File: src/rtl/mfa_ram.sv
// Generic single write, single read RAM with registered read data.
// No dependencies.
`timescale 1ns / 1ps
module mfa_ram #(
   parameter int WIDTH = 8,
   parameter int DEPTH = 16
) (
   input  logic                     clock,
   input  logic                     wr_en,
   input  logic [$clog2(DEPTH)-1:0] wr_addr,
   input  logic [WIDTH-1:0]         wr_data,
   input  logic [$clog2(DEPTH)-1:0] rd_addr,
   output logic [WIDTH-1:0]         rd_data
);
   logic [WIDTH-1:0] mem [DEPTH];

   always_ff @(posedge clock) begin
      if (wr_en) begin
         mem[wr_addr] <= wr_data;
      end
      rd_data <= mem[rd_addr];
   end
endmodule

File: config.mk
export PLATFORM = sky130hd
export DESIGN_NAME = mfa_ram
export DESIGN_NICKNAME = d
export VERILOG_FILES = /design/src/rtl/mfa_ram.sv
export SDC_FILE = /design/constraint.sdc
export NUM_CORES = 1
export LEC_CHECK = 0
export BUFFER_PORTS_ARGS = -buffer_cell sky130_fd_sc_hd__buf_2
export CAP_MARGIN = 25
export CELL_PAD_IN_SITES_DETAIL_PLACEMENT = 0
export CELL_PAD_IN_SITES_GLOBAL_PLACEMENT = 1
export CORE_MARGIN = 2
export CORE_UTILIZATION = 45
export DETAILED_ROUTE_END_ITERATION = 10
export GPL_TIMING_DRIVEN = 0
export PLACE_DENSITY_LB_ADDON = 0.05
export SYNTH_ARGS = -nofsm -noshare
export SYNTH_HDL_FRONTEND = slang
export SYNTH_SLANG_ARGS = --single-unit
File: constraint.sdc
create_clock -name clock -period 4.05 [get_ports clock]
set_input_delay 0.405 -clock clock [delete_from_list [all_inputs] [get_ports clock]]
set_output_delay 0.405 -clock clock [all_outputs]
set_load 0.02 [all_outputs]
==> impl_metrics.env, run 1 <==
export IMPL_antenna_found_initial=0
export IMPL_dp_hpwl_mm=6.46
export IMPL_leakagePower_nw=2.04
export IMPL_ios=26
export IMPL_synth_xor_area_share_pct=0
export IMPL_wire_per_inst_um=23.5
export IMPL_crit_fanout=5
export IMPL_start_kind="input port"
export IMPL_num_fill_cells=884
export IMPL_detail_route_iter0_violations=134
export IMPL_power_density_mw_per_mm2=535
export IMPL_die_x_um=111
export IMPL_track_usage_pct=17.7
export IMPL_slew_violations=0
export IMPL_post_cts_buffers=0
export IMPL_grt_pass1_wl_mm=15.1
export IMPL_synthTopCellsByArea="edfxtp_1 (75%), mux4_2 (7.9%), mux4_1 (7.1%), dfxtp_1 (3.1%), a22oi_1 (2.3%)"
export IMPL_viasPerCell=5.60
export IMPL_synth_top_family_by_area="multiplexers"
export IMPL_fin_crit_ns=1.88
export IMPL_grt_pass1_vias=2457
export IMPL_vias=2414
export IMPL_syn_area_mm2=0.00515
export IMPL_firstDrtPassIters=4
export IMPL_clkSinkCount=136
export IMPL_crit_start="wr_addr[2]"
export IMPL_drc=0
export IMPL_clkTransAtPathRegs_ns=0.06
export IMPL_portBuffers=24
export IMPL_timing_rr_end="rd_data[6]$_DFF_P_"
export IMPL_holdBufCountCts=0
export IMPL_max_slew_margin_pct=40.8
export IMPL_fmax_mhz=531
export IMPL_drt_wl_total_mm=10.1
export IMPL_regArea_mm2=0.00400
export IMPL_die_area_mm2=0.0123
export IMPL_clock_latency_ns=0.42
export IMPL_met1_usage_pct=25.3
export IMPL_power_w=0.00325
export IMPL_numCtsBuffers=17
export IMPL_ys_warnings_count=0
export IMPL_outcome="complete, no violations"
export IMPL_layout_worst_path_cycle_share_pct=46.5
export IMPL_syn_area_per_cell_um2=22.5
export IMPL_hold_violations=0
export IMPL_htree_levels=4
export IMPL_path_class="input port to flop"
export IMPL_placed_area_mm2=0.00547
export IMPL_ir_worst_vdd_uv=298
export IMPL_num_rows=39
export IMPL_fin_area_mm2=0.00607
export IMPL_reg2reg_depth=3
export IMPL_drive_above_1_share_pct=30.6
export IMPL_worstSetupEndpoint="mem[0][2]$_DFFE_PP_"
export IMPL_globalplace_congestion=0.711
export IMPL_final_nets=293
export IMPL_die_height_um=111
export IMPL_cts_tree="done"
export IMPL_drv_cap=0
export IMPL_synth_cells=229
export IMPL_ys_seq_area_share_pct=77.8
export IMPL_clock_skew_ns=0.0144
export IMPL_core_mm2=0.0113
export IMPL_rsz0062_at_grt="no"
export IMPL_n_antenna_cell=0
export IMPL_busiest_layer="met2"
export IMPL_met2_usage_pct=26.2
export IMPL_synth_top_area_cell="edfxtp_1"
export IMPL_worstPathArrival_ns=2.00
export IMPL_ff2ff_setup_slack_ns=2.67
export IMPL_initial_core_util_pct=45.7
export IMPL_hp_class="input port to flop"
export IMPL_worst_pin_slew_ns=0.884
export IMPL_required_ns=4.17
export IMPL_r2r_start="mem[15][6]$_DFFE_PP_"
export IMPL_synth_cell_types=19
export IMPL_syn_to_final_growth_pct=17.9
export IMPL_clock_path_buffers=2
export IMPL_worstSetupEndpointType="flop"
export IMPL_multi_input_area_mm2=0.00106
export IMPL_yosys_area_share_adder_pct=0
export IMPL_setup_tns_ns=0
export IMPL_synth_top_area_share_pct=74.7
export IMPL_setup_viol=0
export IMPL_cts_resized=0
export IMPL_grt_start_max_net_pins=17
export IMPL_ant_nets=0
export IMPL_synth_compound_area_share_pct=2.33
export IMPL_postSynthRegisterBits=136
export IMPL_synthSimpleGateAreaFrac_pct=3.18
export IMPL_cts_root_buffer="clkbuf_16"
export IMPL_synth_nets=247
export IMPL_muxShareOfSynthArea_pct=15.0
export IMPL_overflow=0
export IMPL_grt_use_met3_pct=5.03
[metrics by stage]
| step | std cells | utilization [%] | hold slack (ns) | setup slack, ns |
|---|---|---|---|---|
| floorplan | 229 | - | 0.504 | 2.15 |
| global placement | 396 | 48.3 | 0.670 | 1.46 |
| detailed placement | 399 | 48.5 | 0.672 | 1.71 |
| CTS | 431 | 53.8 | 0.391 | 2.14 |
| global route | 431 | 53.8 | 0.394 | 2.10 |
| finish | 431 | 53.8 | 0.397 | 2.17 |
[cell usage after synthesis, drive strengths merged]
| library cell | number |
|---|---|
| nand3 | 1 |
| nor2b | 1 |
| and2b | 1 |
| nand2 | 9 |
| nor3 | 4 |
| and2 | 1 |
| edfxtp | 128 |
| a22oi | 16 |
| mux4 | 32 |
| or3b | 1 |
| nor2 | 13 |
| nand3b | 2 |
| dfxtp | 8 |
| nand2b | 2 |
| buf | 7 |
| clkdlybuf4s25 | 3 |
[routing by layer]
metal  up-vias  part of all wire [%]
li1       1068                     -
met1      1258                    47
met2        77                    47
met3        11                   5.3
met4         0                   1.1
met5         -                     0
[worst max-delay path, stage by stage]
cell	delay (ns)
buf_2	0.12
or3b_2	0.52
nor3_1	0.66
buf_2	0.30
[layout by cell type, fill, tap and decap left out, types with 2 or more instances in the layout]
cell             Yosys  routed
buf_4                1       3
a22oi_1             16      16
buf_2                3      28
nand2_1              9       9
nand2b_1             2       2
clkdlybuf4s25_2      3       3
edfxtp_1           128     128
nor2_1              13      13
buf_6                3       3
mux4_2              18      18
clkbuf_8             0       4
clkbuf_16            0      18
clkinvlp_4           0       4
dfxtp_1              8       8
nand3b_1             2       2
clkinv_2             0       2
nor3_1               4       3
mux4_1              14      14
[cells by family (layout without fill, tap and decap cells)]
| group | count (synthesis) | count (layout) |
|---|---|---|
| buf+inv | 10 | 69 |
| compound gates | 16 | 16 |
| flops | 136 | 136 |
| simple gates | 35 | 35 |
| mux | 32 | 32 |
[registers in the layout (all words and copies together) (netlist names)]
register / count
mem: 128
rd_data: 8
[cell type report]
class	instances	share of cell area, %
Multi-Input combinational cell	83	17.5
Sequential cell	136	66.0
Clock inverter	9	1.44
Tap cell	143	2.95
Clock buffer	23	8.39
Timing Repair Buffer	27	2.31
Buffer	10	1.42
[power breakdown]
part	total (W)	internal, W	switching (W)
logic	0.000162	0.0000631	0.0000984
registers	0.00158	0.00157	0.00000675
clock network	0.00150	0.000946	0.000558
[worst min-delay path by stage]
stage | depth (start not counted) | startpoint | to | slack [ns]
global placement | 3 | mem[11][3]$_DFFE_PP_ | rd_data[3]$_DFF_P_ | 0.67
finish | 1 | wr_data[5] | mem[7][5]$_DFFE_PP_ | 0.40
global route | 1 | wr_data[4] | mem[6][4]$_DFFE_PP_ | 0.39
CTS | 1 | wr_data[0] | mem[6][0]$_DFFE_PP_ | 0.39
floorplan | 0 | wr_data[0] | mem[0][0]$_DFFE_PP_ | 0.50
detailed placement | 3 | mem[0][0]$_DFFE_PP_ | rd_data[0]$_DFF_P_ | 0.67
Power figures use the tool's default switching activity.
==> run 2: changes to the inputs <==
clock period = 1.55 ns   (was 4.05 ns; I/O delays follow)
==> run 2 against run 1 <==
Total power increased to 2.6 times the previous value. Via count decreased by 1.3%. Wire length decreased by 0.33%. First-iteration DRC count increased by 4.5%. Global-route usage increased by 0.25 points. Sequential share of layout area increased by 0.37 points.
==> impl_metrics.env, run 2 (synthesis gave the netlist of run 1 again) <==
export IMPL_outcome="complete, no violations"
export IMPL_drc=0
export IMPL_dp_hpwl_mm=6.52
export IMPL_firstDrtPassIters=4
export IMPL_required_ns=1.84
export IMPL_top_register="mem"
export IMPL_cts_root_buffer="clkbuf_16"
export IMPL_fin_util_pct=53.5
export IMPL_power_density_mw_per_mm2=1380
export IMPL_timing_rr_end="rd_data[1]$_DFF_P_"
export IMPL_clock_skew_ns=0.0103
export IMPL_met2_usage_pct=26.4
export IMPL_setup_viol=0
export IMPL_viasPerCell=5.53
export IMPL_clkTransAtPathRegs_ns=0.05
export IMPL_busiest_layer="met2"
export IMPL_grt_pass1_wl_mm=15.3
export IMPL_globalplace_congestion=0.726
export IMPL_reg2reg_depth=3
export IMPL_num_rows=39
export IMPL_ios=26
export IMPL_grt_use_met3_pct=4.87
export IMPL_worstPathArrival_ns=1.74
export IMPL_numCtsBuffers=17
export IMPL_overflow=0
export IMPL_final_cell_mix="edfxtp_1 (128), buf_2 (27), mux4_2 (18)"
export IMPL_clock_latency_ns=0.42
export IMPL_crit_fanout=1
export IMPL_wire_per_inst_um=23.5
export IMPL_rsz0062_at_grt="no"
export IMPL_clock_path_buffers=2
export IMPL_die_area_mm2=0.0123
export IMPL_met1_usage_pct=25.5
export IMPL_ff2ff_setup_slack_ns=0.11
export IMPL_leakagePower_nw=2.03
export IMPL_ir_worst_vdd_uv=670
export IMPL_placed_area_mm2=0.00547
export IMPL_worstSetupEndpoint="rd_data[1]$_DFF_P_"
export IMPL_worst_pin_slew_ns=0.840
export IMPL_worstSetupEndpointType="flop"
export IMPL_drive_above_1_share_pct=28.5
export IMPL_clkSinkCount=136
export IMPL_drt_wl_total_mm=10.1
export IMPL_crit_start="mem[5][1]$_DFFE_PP_"
export IMPL_die_x_um=111
export IMPL_fin_area_mm2=0.00603
export IMPL_core_mm2=0.0113
export IMPL_portBuffers=24
export IMPL_initial_core_util_pct=45.7
export IMPL_htree_levels=4
export IMPL_hold_violations=0
export IMPL_cts_resized=0
export IMPL_final_common_cell="edfxtp_1"
export IMPL_final_nets=293
export IMPL_cts_tree="done"
export IMPL_fmax_mhz=693
export IMPL_largest_registers="mem (128), rd_data (8)"
export IMPL_die_height_um=111
export IMPL_fin_crit_ns=1.44
export IMPL_max_slew_margin_pct=43.8
export IMPL_grt_pass1_vias=2466
export IMPL_start_kind="flop"
export IMPL_antenna_found_initial=0
export IMPL_post_cts_buffers=0
export IMPL_slew_violations=0
export IMPL_track_usage_pct=17.9
export IMPL_holdBufCountCts=0
export IMPL_grt_start_max_net_pins=17
export IMPL_layout_worst_path_cycle_share_pct=93.1
export IMPL_syn_to_final_growth_pct=17.2
export IMPL_vias=2383
export IMPL_drv_cap=0
export IMPL_largest_reg_flops=128
export IMPL_path_class="flop to flop"
export IMPL_ant_nets=0
export IMPL_r2r_start="mem[5][1]$_DFFE_PP_"
export IMPL_detail_route_iter0_violations=140
export IMPL_n_antenna_cell=0
export IMPL_hold_ws_ns=0.146
export IMPL_hp_class="input port to flop"
[run 2: power by group]
group	switching [W]	leakage (nW)	internal (W)	total, W
Sequential	0.0000177	1.22	0.00412	0.00413
Combinational	0.000259	0.532	0.000165	0.000424
Clock	0.00133	0.276	0.00241	0.00374
Total	0.00160	2.03	0.00669	0.00830
[run 2: layout make-up]
class	count	area [um^2]
clock inverters	3	40.0
clock buffers	29	520
plain buffers	10	86.3
multi-input cells	83	1060
well taps	143	179
flip-flops and latches	136	4000
repair buffers	27	143
fillers	893	5240
[run 2: per-layer routing]
metal	up-vias	part of all wire (%)
li1	1066	-
met1	1238	46
met2	68	47
met3	11	5.0
met4	0	1.7
met5	-	0
[run 2: how the worst min path moves through the flow]
| stage | start | endpoint | slack [ns] | depth (start not counted) |
|---|---|---|---|---|
| 2_1_floorplan | wr_data[0] | mem[0][0]$_DFFE_PP_ | 0.25 | 0 |
| 3_3_place_gp | wr_data[2] | mem[15][2]$_DFFE_PP_ | 0.56 | 1 |
| 3_5_place_dp | rd_data[7]$_DFF_P_ | rd_data[7] | 0.57 | 1 |
| 4_1_cts | wr_data[2] | mem[14][2]$_DFFE_PP_ | 0.14 | 1 |
| 5_1_grt | wr_data[2] | mem[13][2]$_DFFE_PP_ | 0.15 | 1 |
| 6_report | wr_data[6] | mem[6][6]$_DFFE_PP_ | 0.15 | 1 |
[run 2: worst max-delay path, cell delays in order, from the launching register on]
cell and delay [ns]:
edfxtp_1 0.35, mux4_1 0.60, a22oi_1 0.28, nand2_1 0.09
[run 2: per-stage QoR]
stage                     total power [W]  setup WS, ns  TNS, ns  instances
final                             0.00830         0.107        0        431
after floorplan                   0.00444         0.129        0        229
after detailed placement          0.00464        -0.359   -14.29        399
after global routing              0.00859        0.0312        0        431
after global placement            0.00463        -0.467   -20.51        396
after CTS                         0.00838        0.0774        0        431
==> run 3: changes to the inputs <==
CORE_ASPECT_RATIO = 0.9   (was not set)
clock period = 1.7 ns   (was 1.55 ns; I/O delays follow)
==> run 3 against run 2 <==
Flip-flop and latch count is the same. Sequential power shrank 8.7%. Worst hold slack gained 0.013 ns. Critical path depth grew 1. Highest routed layer unchanged. Worst setup slack gained 0.024 ns. Clock skew shrank 0.0036 ns. Register-to-register slack gained 0.18 ns. Global-route usage grew 0.54 points. Sequential share of layout area grew 0.23 points. Critical endpoint is now mem[0][4]$_DFFE_PP_.
==> impl_metrics.env, run 3 (synthesis gave the netlist of run 1 again) <==
export IMPL_htree_levels=4
export IMPL_post_cts_buffers=0
export IMPL_largest_registers="mem (128), rd_data (8)"
export IMPL_worstSetupEndpointType="flop"
export IMPL_clock_latency_ns=0.42
export IMPL_antenna_found_initial=0
export IMPL_hold_ws_ns=0.159
export IMPL_fin_util_pct=53.2
export IMPL_crit_fanout=5
export IMPL_n_antenna_cell=0
export IMPL_clkSinkCount=136
export IMPL_largest_reg_flops=128
export IMPL_clock_path_buffers=2
export IMPL_power_density_mw_per_mm2=1230
export IMPL_leakagePower_nw=2.01
export IMPL_max_slew_margin_pct=44.2
export IMPL_slew_violations=0
export IMPL_num_rows=37
export IMPL_power_w=0.00737
export IMPL_track_usage_pct=18.5
export IMPL_ios=26
export IMPL_firstDrtPassIters=4
export IMPL_start_kind="input port"
export IMPL_final_common_cell="edfxtp_1"
export IMPL_globalplace_congestion=0.712
export IMPL_clock_skew_ns=0.00666
export IMPL_vias=2361
export IMPL_grt_pass1_vias=2375
export IMPL_clkTransAtPathRegs_ns=0.05
export IMPL_hp_class="input port to flop"
export IMPL_die_area_mm2=0.0123
export IMPL_setup_viol=0
export IMPL_path_class="input port to flop"
export IMPL_drv_cap=0
export IMPL_grt_pass1_wl_mm=15.2
export IMPL_initial_core_util_pct=45.6
export IMPL_fin_crit_ns=1.57
export IMPL_cp_cell_sequence="buf_2 -> or3b_2 -> nor3_1 -> buf_4"
export IMPL_ir_worst_vdd_uv=1110
export IMPL_cts_resized=0
export IMPL_top_register="mem"
export IMPL_required_ns=1.82
export IMPL_ant_nets=0
export IMPL_drc=0
export IMPL_hold_violations=0
export IMPL_worstPathArrival_ns=1.69
export IMPL_syn_to_final_growth_pct=16.8
export IMPL_final_cell_mix="edfxtp_1 (128), buf_2 (27), mux4_2 (18)"
export IMPL_wire_per_inst_um=22.8
export IMPL_die_x_um=117
export IMPL_drt_wl_total_mm=10.2
export IMPL_overflow=0
export IMPL_numCtsBuffers=17
export IMPL_crit_slowest_cell="nor3_1"
export IMPL_fin_area_mm2=0.00601
export IMPL_cts_root_buffer="clkbuf_16"
export IMPL_detail_route_iter0_violations=187
export IMPL_cts_tree="done"
export IMPL_drive_above_1_share_pct=28.0
export IMPL_die_height_um=105
export IMPL_placed_area_mm2=0.00549
export IMPL_worst_pin_slew_ns=0.834
export IMPL_critical_path_max_stage_delay_ns=0.59
export IMPL_layout_worst_path_cycle_share_pct=92.2
export IMPL_core_mm2=0.0113
export IMPL_fmax_mhz=638
export IMPL_dp_hpwl_mm=6.43
export IMPL_viasPerCell=5.31
export IMPL_outcome="complete, no violations"
export IMPL_rsz0062_at_grt="no"
export IMPL_grt_start_max_net_pins=17
export IMPL_final_nets=294
export IMPL_portBuffers=24
export IMPL_holdBufCountCts=0
[run 3: cell types whose count changed in the layout (fill, tap and decap cells not counted)]
cell        previous run  this run
nor3_2                 1         0
nor3_1                 3         4
clkinvlp_4             0         2
clkinv_1               0         6
buf_4                  4         5
clkinv_2               2         4
clkbuf_8               5         0
clkbuf_1               7         2
[run 3: power by group]
part / internal [W] / total (W) / switching, W
registers: 0.00375 / 0.00377 / 0.0000154
clock network: 0.00196 / 0.00322 / 0.00126
logic: 0.000151 / 0.000387 / 0.000236
total: 0.00586 / 0.00737 / 0.00151
[run 3: metal layers]
layer  vias up  track usage [%]  wire length [um]
li1       1070                -                 -
met1      1218             28.9              4970
met2        62             24.1              4540
met3        11             5.75               504
met4         0             7.31               133
met5         -                0                 0
[run 3: path summary, 6_finish.rpt]
check        depth (start not counted)                  end  slack [ns]                start
max                                  4  mem[0][4]$_DFFE_PP_        0.13           wr_addr[2]
min                                  1  mem[5][5]$_DFFE_PP_        0.16           wr_data[5]
max reg2reg                          3   rd_data[2]$_DFF_P_        0.29  mem[5][2]$_DFFE_PP_
min reg2reg                          3   rd_data[4]$_DFF_P_        0.68  mem[8][4]$_DFFE_PP_
[run 3: area by class of cell]
class,instances,area [um^2]
Sequential cell,136,4000
Tap cell,156,195
Fill cell,932,5280
Buffer,10,86.3
Clock inverter,13,87.6
Timing Repair Buffer,28,150
Multi-Input combinational cell,83,1060
Clock buffer,19,433
[run 3: worst max-delay path, delay by kind of cell]
kind | cells | cell delay (ns)
buffers and inverters | 2 | 0.40
AND/OR/NAND/NOR | 2 | 1.12
[run 3: metrics by stage]
stage / cells / setup WS, ns / setup TNS [ns]
6_report: 445 / 0.132 / 0
4_1_cts: 445 / 0.107 / 0
5_1_grt: 445 / 0.0311 / 0
3_3_place_gp: 409 / -0.597 / -14.95
3_5_place_dp: 413 / -0.331 / -7.07
2_1_floorplan: 229 / 0.0371 / 0
